File: config.mk
export PLATFORM = sky130hd
export DESIGN_NAME = piecewise_aggregate_approximation
export DESIGN_NICKNAME = d
export VERILOG_FILES = /design/src/rtl/paa_pkg.sv /design/src/rtl/paa_div.sv /design/src/rtl/piecewise_aggregate_approximation.sv
export SDC_FILE = /design/constraint.sdc
export NUM_CORES = 1
export LEC_CHECK = 0
export ABC_AREA = 1
export BUFFER_PORTS_ARGS = -buffer_cell sky130_fd_sc_hd__buf_4
export CAP_MARGIN = 15
export CORE_MARGIN = 2
export CORE_UTILIZATION = 25
export CTS_CLUSTER_SIZE = 16
export DETAILED_ROUTE_END_ITERATION = 12
export SETUP_SLACK_MARGIN = 0.4
export SLEW_MARGIN = 10
export SYNTH_ARGS = -nofsm -noshare
export SYNTH_HDL_FRONTEND = slang
export SYNTH_SLANG_ARGS = --single-unit
File: constraint.sdc
create_clock -name i_clk -period 12.2 [get_ports i_clk]
set_clock_uncertainty 0.1 [all_clocks]
set_input_delay 2.44 -clock i_clk [delete_from_list [all_inputs] [get_ports i_clk]]
set_output_delay 2.44 -clock i_clk [all_outputs]
set_load 0.01 [all_outputs]
File: src/rtl/paa_pkg.sv
// paa_pkg: shared widths, register indexes and field constants for the
// piecewise aggregate approximation block. No dependencies.
`timescale 1ns / 1ps
`default_nettype none

package paa_pkg;

    // configuration port
    localparam int CFG_W     = 13;   // width of series_length and segment_count
    localparam int CFG_IDX_W = 2;    // register index width

    localparam logic [CFG_IDX_W-1:0] REG_SERIES_LENGTH = 2'd0;
    localparam logic [CFG_IDX_W-1:0] REG_SEGMENT_COUNT = 2'd1;

    localparam logic [CFG_W-1:0] RESET_SERIES_LENGTH = 13'd4096;
    localparam logic [CFG_W-1:0] RESET_SEGMENT_COUNT = 13'd1;

    // result fields
    localparam int MEAN_W      = 24;  // signed Q8.16
    localparam int IDX_W       = 12;
    localparam int FRAC_SHIFT  = 8;   // Q8.8 sample sum scaled to Q8.16
    localparam int OUT_TDATA_W = ((MEAN_W + IDX_W + 7) / 8) * 8;
    localparam int OUT_PAD_W   = OUT_TDATA_W - MEAN_W - IDX_W;

    localparam logic [MEAN_W-1:0] MEAN_POS_MAX = 24'h7FFFFF;
    localparam logic [MEAN_W-1:0] MEAN_NEG_MAX = 24'h800000;  // magnitude of most negative

endpackage

`default_nettype wire

File: src/rtl/paa_div.sv
// paa_div: restoring divider, one quotient bit per cycle, that turns a
// weighted segment sum into a rounded, saturated Q8.16 mean. Uses paa_pkg.
`timescale 1ns / 1ps
`default_nettype none

module paa_div #(
    parameter int SUM_W = 30,
    parameter int QW    = 24,
    parameter int LEN_W = 13
) (
    input  wire                            i_clk,
    input  wire                            i_rst_n,
    input  wire                            i_start,
    input  wire  signed [SUM_W-1:0]        i_sum,
    input  wire         [LEN_W-1:0]        i_len,
    output logic                           o_done,
    output logic        [paa_pkg::MEAN_W-1:0] o_mean
);
    import paa_pkg::*;

    localparam int DW     = SUM_W + FRAC_SHIFT;
    localparam int STEP_W = $clog2(QW + 1);
    localparam int EW     = (QW > MEAN_W + 1) ? QW : MEAN_W + 1;

    logic              r_busy, n_busy;
    logic [STEP_W-1:0] r_step, n_step;
    logic [LEN_W-1:0]  r_rem,  n_rem;
    logic [QW-1:0]     r_quo,  n_quo;
    logic [LEN_W-1:0]  r_len,  n_len;
    logic              r_neg,  n_neg;

    logic [SUM_W-1:0]  w_mag;
    logic [DW-1:0]     w_dvd;
    logic [LEN_W:0]    w_trial;
    logic [LEN_W+1:0]  w_diff;
    logic              w_ge;
    logic [EW-1:0]     w_qe;

    always_comb begin
        w_mag   = i_sum[SUM_W-1] ? SUM_W'(-i_sum) : SUM_W'(i_sum);
        w_dvd   = DW'({w_mag, {FRAC_SHIFT{1'b0}}}) + DW'(i_len >> 1);
        w_trial = {r_rem, r_quo[QW-1]};
        w_diff  = {1'b0, w_trial} - {2'b00, r_len};
        w_ge    = !w_diff[LEN_W+1];
        o_done  = r_busy && (r_step == '0);
    end

    always_comb begin
        n_busy = r_busy;
        n_step = r_step;
        n_rem  = r_rem;
        n_quo  = r_quo;
        n_len  = r_len;
        n_neg  = r_neg;
        if (i_start) begin
            n_busy = 1'b1;
            n_step = STEP_W'(QW);
            // top part of the dividend is below the divisor by construction
            n_rem  = w_dvd[QW+LEN_W-1:QW];
            n_quo  = w_dvd[QW-1:0];
            n_len  = i_len;
            n_neg  = i_sum[SUM_W-1];
        end else if (r_busy) begin
            if (r_step == '0) begin
                n_busy = 1'b0;
            end else begin
                n_step = r_step - STEP_W'(1);
                n_rem  = w_ge ? w_diff[LEN_W-1:0] : w_trial[LEN_W-1:0];
                n_quo  = {r_quo[QW-2:0], w_ge};
            end
        end
    end

    always_ff @(posedge i_clk) begin
        if (!i_rst_n) begin
            r_busy <= 1'b0;
            r_step <= '0;
        end else begin
            r_busy <= n_busy;
            r_step <= n_step;
        end
    end

    always_ff @(posedge i_clk) begin
        r_rem <= n_rem;
        r_quo <= n_quo;
        r_len <= n_len;
        r_neg <= n_neg;
    end

    // saturate the magnitude and apply the sign
    always_comb begin
        w_qe = EW'(r_quo);
        if (r_neg) begin
            if (w_qe > EW'(MEAN_NEG_MAX)) o_mean = MEAN_NEG_MAX;
            else                          o_mean = -w_qe[MEAN_W-1:0];
        end else begin
            if (w_qe > EW'(MEAN_POS_MAX)) o_mean = MEAN_POS_MAX;
            else                          o_mean = w_qe[MEAN_W-1:0];
        end
    end

endmodule

`default_nettype wire

File: src/rtl/piecewise_aggregate_approximation.sv
// piecewise_aggregate_approximation: top level with configuration registers,
// the sequencer, one shared multiplier and the output register. Uses paa_pkg, paa_div.
//
//  channel   dir  handshake                      payload
//  s_axis    in   s_axis_tvalid / s_axis_tready  tdata: sample
//  m_axis    out  m_axis_tvalid / m_axis_tready  tdata: segment_mean, segment_index; tlast
//  cfg       in   i_cfg_valid / o_cfg_ready      i_cfg_index, i_cfg_data
//
// an item that closes no segment passes S_MUL1 and S_ACC1; one that closes a segment
// then waits in S_DIV for the bit-serial divider, then S_LOAD and, unless last, S_MUL2
// reset: series_length 4096, segment_count 1, sum, position and segment cleared
// a stalled output holds the sequencer before its output load; cfg is always ready
// a write to either register restarts the series
`timescale 1ns / 1ps
`default_nettype none

module piecewise_aggregate_approximation #(
    parameter int MAX_LENGTH   = 4096,
    parameter int SAMPLE_WIDTH = 16
) (
    input  wire                                   i_clk,
    input  wire                                   i_rst_n,
    // sample item
    input  wire                                   s_axis_tvalid,
    output logic                                  s_axis_tready,
    input  wire  [((SAMPLE_WIDTH+7)/8)*8-1:0]     s_axis_tdata,   // [SAMPLE_WIDTH-1:0] sample
    // segment item
    output logic                                  m_axis_tvalid,
    input  wire                                   m_axis_tready,
    output logic [paa_pkg::OUT_TDATA_W-1:0]       m_axis_tdata,   // [23:0] segment_mean,
                                                                  // [35:24] segment_index
    output logic                                  m_axis_tlast,   // last_segment
    // configuration writes
    input  wire                                   i_cfg_valid,
    output logic                                  o_cfg_ready,
    input  wire  [paa_pkg::CFG_IDX_W-1:0]         i_cfg_index,
    input  wire  [paa_pkg::CFG_W-1:0]             i_cfg_data
);
    import paa_pkg::*;

    localparam int SUM_W = SAMPLE_WIDTH + CFG_W + 1;
    localparam int POS_W = 2 * CFG_W + 1;
    localparam int QW    = SAMPLE_WIDTH + FRAC_SHIFT;

    typedef enum logic [5:0] {
        S_IDLE = 6'b000001,
        S_MUL1 = 6'b000010,
        S_ACC1 = 6'b000100,
        S_DIV  = 6'b001000,
        S_LOAD = 6'b010000,
        S_MUL2 = 6'b100000
    } t_state;

    function automatic logic [CFG_W-1:0] eff_len(input logic [CFG_W-1:0] v);
        logic [CFG_W-1:0] l;
        l = v;
        if (l == '0) l = CFG_W'(1);
        if (32'(l) > MAX_LENGTH) l = CFG_W'(MAX_LENGTH);
        return l;
    endfunction

    function automatic logic [CFG_W-1:0] eff_cnt(input logic [CFG_W-1:0] c,
                                                 input logic [CFG_W-1:0] l);
        logic [CFG_W-1:0] k;
        k = c;
        if (k == '0) k = CFG_W'(1);
        if (k > l) k = l;
        return k;
    endfunction

    // control state
    t_state                    r_state,  n_state;
    logic [CFG_W-1:0]          r_series, n_series;
    logic [CFG_W-1:0]          r_count,  n_count;
    logic [CFG_W-1:0]          r_len,    n_len;
    logic [CFG_W-1:0]          r_cnt,    n_cnt;
    logic signed [SUM_W-1:0]   r_sum,    n_sum;
    logic [CFG_W-1:0]          r_pos,    n_pos;
    logic [CFG_W-1:0]          r_seg,    n_seg;
    logic [POS_W-1:0]          r_start,  n_start;
    logic [POS_W-1:0]          r_nb,     n_nb;
    logic                      r_out_valid, n_out_valid;
    // payload
    logic signed [SAMPLE_WIDTH-1:0] r_sample, n_sample;
    logic signed [SUM_W-1:0]   r_prod,   n_prod;
    logic                      r_hit,    n_hit;
    logic [MEAN_W-1:0]         r_out_mean,  n_out_mean;
    logic [IDX_W-1:0]          r_out_index, n_out_index;
    logic                      r_out_last,  n_out_last;

    logic                      w_s_acc, w_cfg_we, w_cfg_known;
    logic [POS_W-1:0]          w_end;
    logic [CFG_W-1:0]          w_ov;
    logic signed [SUM_W-1:0]   w_prod;
    logic signed [SUM_W-1:0]   w_acc;
    logic                      w_last;
    logic                      w_div_start, w_div_done;
    logic [MEAN_W-1:0]         w_div_mean;

    assign s_axis_tready = (r_state == S_IDLE);
    assign o_cfg_ready   = 1'b1;
    assign m_axis_tvalid = r_out_valid;
    assign m_axis_tdata  = {{OUT_PAD_W{1'b0}}, r_out_index, r_out_mean};
    assign m_axis_tlast  = r_out_last;

    assign w_s_acc     = s_axis_tvalid && s_axis_tready;
    assign w_cfg_we    = i_cfg_valid && o_cfg_ready;
    assign w_cfg_known = (i_cfg_index == REG_SERIES_LENGTH) ||
                         (i_cfg_index == REG_SEGMENT_COUNT);

    // overlap of the current sample with the open segment, or with the next one
    always_comb begin
        w_end = r_start + POS_W'(r_cnt);
        if (r_state == S_MUL2) w_ov = CFG_W'(w_end - r_nb);
        else if (r_hit)        w_ov = CFG_W'(r_nb - r_start);
        else                   w_ov = r_cnt;
        w_prod = SUM_W'(r_sample) * SUM_W'($signed({1'b0, w_ov}));
        w_acc  = r_sum + r_prod;
        w_last = ((CFG_W+1)'(r_seg) + (CFG_W+1)'(1) >= (CFG_W+1)'(r_cnt)) ||
                 ((CFG_W+1)'(r_pos) + (CFG_W+1)'(1) >= (CFG_W+1)'(r_len));
    end

    always_comb begin
        n_state     = r_state;
        n_series    = r_series;
        n_count     = r_count;
        n_sum       = r_sum;
        n_pos       = r_pos;
        n_seg       = r_seg;
        n_start     = r_start;
        n_nb        = r_nb;
        n_out_valid = r_out_valid;
        n_sample    = r_sample;
        n_prod      = r_prod;
        n_hit       = r_hit;
        n_out_mean  = r_out_mean;
        n_out_index = r_out_index;
        n_out_last  = r_out_last;
        w_div_start = 1'b0;

        if (w_cfg_we && i_cfg_index == REG_SERIES_LENGTH) n_series = i_cfg_data;
        if (w_cfg_we && i_cfg_index == REG_SEGMENT_COUNT) n_count  = i_cfg_data;
        n_len = eff_len(n_series);
        n_cnt = eff_cnt(n_count, n_len);

        if (r_out_valid && m_axis_tready) n_out_valid = 1'b0;

        unique case (r_state)
            S_IDLE: begin
                if (w_s_acc) begin
                    n_sample = s_axis_tdata[SAMPLE_WIDTH-1:0];
                    n_hit    = !(w_end < r_nb);
                    n_state  = S_MUL1;
                end
            end
            S_MUL1: begin
                n_prod  = w_prod;
                n_state = S_ACC1;
            end
            S_ACC1: begin
                n_sum = w_acc;
                if (r_hit) begin
                    w_div_start = 1'b1;
                    n_state     = S_DIV;
                end else begin
                    n_pos   = r_pos + CFG_W'(1);
                    n_start = w_end;
                    n_state = S_IDLE;
                end
            end
            S_DIV: begin
                if (w_div_done) n_state = S_LOAD;
            end
            S_LOAD: begin
                if (!r_out_valid || m_axis_tready) begin
                    n_out_valid = 1'b1;
                    n_out_mean  = w_div_mean;
                    n_out_index = r_seg[IDX_W-1:0];
                    n_out_last  = w_last;
                    if (w_last) begin
                        n_sum   = '0;
                        n_pos   = '0;
                        n_seg   = '0;
                        n_start = '0;
                        n_nb    = POS_W'(r_len);
                        n_state = S_IDLE;
                    end else begin
                        n_state = S_MUL2;
                    end
                end
            end
            S_MUL2: begin
                // carry-over of the sample into the next segment
                n_sum   = w_prod;
                n_seg   = r_seg + CFG_W'(1);
                n_nb    = r_nb + POS_W'(r_len);
                n_pos   = r_pos + CFG_W'(1);
                n_start = w_end;
                n_state = S_IDLE;
            end
            default: n_state = S_IDLE;
        endcase

        if (w_cfg_we && w_cfg_known) begin
            n_sum   = '0;
            n_pos   = '0;
            n_seg   = '0;
            n_start = '0;
            n_nb    = POS_W'(n_len);
            n_state = S_IDLE;
        end
    end

    always_ff @(posedge i_clk) begin
        if (!i_rst_n) begin
            r_state     <= S_IDLE;
            r_series    <= RESET_SERIES_LENGTH;
            r_count     <= RESET_SEGMENT_COUNT;
            r_len       <= eff_len(RESET_SERIES_LENGTH);
            r_cnt       <= eff_cnt(RESET_SEGMENT_COUNT, eff_len(RESET_SERIES_LENGTH));
            r_sum       <= '0;
            r_pos       <= '0;
            r_seg       <= '0;
            r_start     <= '0;
            r_nb        <= POS_W'(eff_len(RESET_SERIES_LENGTH));
            r_out_valid <= 1'b0;
        end else begin
            r_state     <= n_state;
            r_series    <= n_series;
            r_count     <= n_count;
            r_len       <= n_len;
            r_cnt       <= n_cnt;
            r_sum       <= n_sum;
            r_pos       <= n_pos;
            r_seg       <= n_seg;
            r_start     <= n_start;
            r_nb        <= n_nb;
            r_out_valid <= n_out_valid;
        end
    end

    always_ff @(posedge i_clk) begin
        r_sample    <= n_sample;
        r_prod      <= n_prod;
        r_hit       <= n_hit;
        r_out_mean  <= n_out_mean;
        r_out_index <= n_out_index;
        r_out_last  <= n_out_last;
    end

    paa_div #(
        .SUM_W (SUM_W),
        .QW    (QW),
        .LEN_W (CFG_W)
    ) u_div (
        .i_clk   (i_clk),
        .i_rst_n (i_rst_n),
        .i_start (w_div_start),
        .i_sum   (w_acc),
        .i_len   (r_len),
        .o_done  (w_div_done),
        .o_mean  (w_div_mean)
    );

    // a register write restarts the series
    a_cfg_restart: assert property (@(posedge i_clk) disable iff (!i_rst_n)
        (w_cfg_we && w_cfg_known) |=> (r_pos == '0 && r_seg == '0 && r_sum == '0))
        else $error("series not restarted after register write");

    // between items the position stays inside the series
    a_pos_range: assert property (@(posedge i_clk) disable iff (!i_rst_n)
        (r_state == S_IDLE) |-> (r_pos < r_len))
        else $error("sample position beyond series length");

    // the open segment boundary always lies ahead of the next sample start
    a_boundary_ahead: assert property (@(posedge i_clk) disable iff (!i_rst_n)
        (r_state == S_IDLE) |-> (r_nb > r_start))
        else $error("segment boundary behind sample start");

    // segment number stays below the effective segment count
    a_seg_range: assert property (@(posedge i_clk) disable iff (!i_rst_n)
        (r_state == S_IDLE) |-> (r_seg < r_cnt))
        else $error("segment number beyond segment count");

endmodule

`default_nettype wire

==> results.md <==
- Status: finished, final reports clean
- Final WL: 88.8 mm
- Final core utilization: 28.2%
- Final HPWL from detailed placement: 70.3 mm
- Tmin final: 9.30 ns
- Crit Path Class: register to register
- Fmax: 0.107 GHz
- Place WS: 3.08 ns
- Synthesis-stage register bit count: 310
- Grt ovf: 0
- TritonCTS Buffers: 42
- Unrepaired setup endpoints after global routing: false
- Sw Ratio: 46.7%
- Gate Count Post-Synth: 4080
- Max_cap viols: 0
- Postcts setup bufs: 0
- Clk sink count: 310
- Diodes inserted: 0
- Drt initial violations: 1783
- Die Span Y: 351 µm
- CP endpoint kind: register
- Most Crowded Layer GR: met2
- Layout cell share with drive strength beyond 1: 7.12%
- Tcrit/Tclk final: 76.3%
- Vias in the first global route: 25.4k
- Max-Slew Margin vs Limit: 32.8%
- Setup-failing EPs final: 0
- First-pass GRT wire length: 141 mm
- PwrDens: 188 nW/µm²
- Worst-path clk slew: 0.06 ns
- Remaining antenna violation count: 0
- Fin area: 33800 µm²
- Cts repair resizes: 0
- I/O pins: 80
- # fillers: 13.1k
- IO buf count: 74
- PnR worst setup slack: 2.90 ns
- Hold/Removal Path Class: register to register
- Hold buffer count at CTS: 0
- Clk pwr share: 21.3%
- Data arrival, critical path: 9.73 ns
- Final Hold Viols: 0
- Vias/cell: 4.56
- Leak: 0.0157 µW
- Drt pass-1 iters: 5
- Avg Synthesized Cell Area: 7.36 µm²
- Largest net degree at the start of global routing: 73
- Core Rows: 127
- Worst slew pin tran: 1.01 ns
- CTS H-tree lvls: 2
- CTS tree: yes
- Root Driver: clkbuf_16
- Placement Cell Area: 32200 µm²
- Internal: 3390 µW
- Critical path fanouts, max: 11
- Combinational Power Share: 58.4%
- Slowest CP cell: fa_1
- Setup TNS: 0 ns
- Psw: 2970 µW
- Vias: 26.3k
- Worst path max stage delay: 0.55 ns
- Residual DRC: 0
- Met3 Track Usage GR: 2.02%
- Total GRT Usage: 14.4%
- Die Span X: 351 µm
- Pins Over Slew Limit: 0
- Worst Path Required: 12.62 ns
- Routability congestion estimate: 0.903
- CTS Buffer Depth: 3
- CORE AREA: 119000 µm²
- Max rail drop VDD: 0.000264 V
- Die area: 123000 µm²
- Netlist cell types: 66
- Avg WL per Cell: 15.4 µm
- YS warnings: 0
- Initial Util: 25.1%
- Synthesized area: 30000 µm²
- Initial antenna violation count: 2
- Met2 usage: 22.5%
- Worst skew pair latency: 0.64 ns
- Post-layout nets: 4585
- Seq/Total Area, Yosys: 25.2%
- Global routing usage on met1: 20.5%
- Synth-to-layout area growth: 12.4%
- Startpoint Class: register
- Reg power frac: 20.3%
==> metrics by stage <==
step,power [µW],instances,hold WS [ns]
global route,6970,5756,0.382
finish,6360,5756,0.358
CTS,6390,5756,0.364
detailed placement,5000,5678,0.348
global placement,4950,5678,0.336
floorplan,4100,4083,0.324
==> worst paths after layout <==
path | start | to | slack (ns) | cells after the start
hold reg to reg | r_count[0]$_SDFF_PN1_ | r_count[0]$_SDFF_PN1_ | 0.36 | 2
hold / removal | r_count[0]$_SDFF_PN1_ | r_count[0]$_SDFF_PN1_ | 0.36 | 2
setup reg to reg | r_cnt[2]$_SDFF_PN0_ | r_sum[24]$_SDFFE_PP0P_ | 2.90 | 38
setup / recovery | r_cnt[2]$_SDFF_PN0_ | r_sum[24]$_SDFFE_PP0P_ | 2.90 | 38
==> state kept, by name, indices dropped and copies added, names as in the netlist, 16 cells and up <==
name,flops
r_out_mean,24
r_sample,16
u_div.r_quo,24
r_nb,27
r_prod,30
r_sum,30
r_start,27
==> placed cells by master (no fill, tap or decap), types with 135 or more instances in the layout <==
| cell type | netlist | final |
|---|---|---|
| a21oi_1 | 290 | 290 |
| dfxtp_1 | 175 | 175 |
| edfxtp_1 | 135 | 135 |
| fa_1 | 209 | 209 |
| ha_1 | 230 | 230 |
| inv_1 | 707 | 705 |
| nand2_1 | 969 | 969 |
| nand3_1 | 161 | 161 |
| nor2_1 | 350 | 346 |
| o21ai_0 | 223 | 223 |
==> synth_stat cells, drive strengths merged <==
| cell | number | area [µm²] |
|---|---|---|
| nand2 | 1013 | 3940 |
| inv | 715 | 2690 |
| nor2 | 373 | 1550 |
| a21oi | 292 | 1470 |
| o21ai | 241 | 1210 |
| ha | 230 | 2880 |
| fa | 209 | 4180 |
| dfxtp | 175 | 3500 |
| nand3 | 174 | 958 |
| edfxtp | 135 | 4050 |
| xor2 | 92 | 825 |
| clkbuf | 71 | 267 |
| nand4 | 51 | 325 |
| xnor2 | 46 | 403 |
| nor3 | 41 | 210 |
| buf | 37 | 240 |
| or2 | 26 | 163 |
| nor4 | 21 | 138 |
| o211ai | 19 | 143 |
| o21bai | 13 | 97.6 |
| nand3b | 11 | 82.6 |
| a21o | 9 | 67.6 |
| a31oi | 9 | 56.3 |
| o31ai | 9 | 67.6 |
| a21boi | 7 | 52.6 |
| and2 | 7 | 43.8 |
| o221ai | 7 | 61.3 |
| o22ai | 7 | 43.8 |
| clkinv | 5 | 18.8 |
| o21a | 5 | 37.5 |
| a211oi | 4 | 30.0 |
| a22oi | 4 | 30.0 |
| a31o | 3 | 26.3 |
| and3 | 3 | 18.8 |
| mux2i | 3 | 30.0 |
| a221oi | 2 | 17.5 |
| conb | 2 | 7.51 |
| nor3b | 2 | 15.0 |
| o2111ai | 2 | 17.5 |
| o41ai | 2 | 17.5 |
| o211a | 1 | 10.0 |
| o221a | 1 | 11.3 |
| o31a | 1 | 8.76 |
==> cells by family (layout without fill, tap and decap cells) <==
logic type	Yosys count	in the layout	synth area share, %
xor gates and xnor gates	138	138	4.09
and+or+nand+nor	1722	1722	24.8
muxes	3	3	0.100
other	2	5	0.0250
adders and majority gates	439	439	23.5
DFF	310	310	25.2
buffers and inverters	828	889	10.7
AOI/OAI and AO/OA	638	638	11.6
==> metal layers <==
layer / up-vias / wire [µm]
li1: 13100 / -
met1: 12400 / 42400
met2: 716 / 38200
met3: 120 / 5750
met4: 0 / 2430
met5: - / 0
==> layout make-up <==
| type | count | area [µm²] | area share [%] |
|---|---|---|---|
| Clock buffer | 49 | 1120 | 3.31 |
| Sequential cell | 310 | 7560 | 22.4 |
| Clock inverter | 29 | 392 | 1.16 |
| Timing Repair Buffer | 91 | 683 | 2.02 |
| Multi-Input combinational cell | 2945 | 19300 | 57.1 |
| Tap cell | 1612 | 2020 | 5.98 |
| Inverter | 720 | 2710 | 8.01 |
==> power groups by stage <==
| stage | Sequential [µW] | Clock [µW] | Combinational [µW] |
|---|---|---|---|
| 2_1_floorplan | 1290 | 0 | 2810 |
| 3_3_place_gp | 1310 | 0 | 3630 |
| 3_5_place_dp | 1310 | 0 | 3690 |
| 4_1_cts | 1290 | 1390 | 3710 |
| 5_1_grt | 1300 | 1430 | 4240 |
| 6_report | 1290 | 1350 | 3710 |
==> worst max-delay path, delay by kind of cell (launching register included) <==
kind | cells | cell delay [ns]
simple gates | 10 | 1.49
flops | 1 | 0.35
xor+xnor | 1 | 0.30
buf+inv | 5 | 0.56
compound gates | 13 | 2.71
fa+ha+maj | 9 | 3.68
No activity file was read; power rests on OpenSTA's default activity.
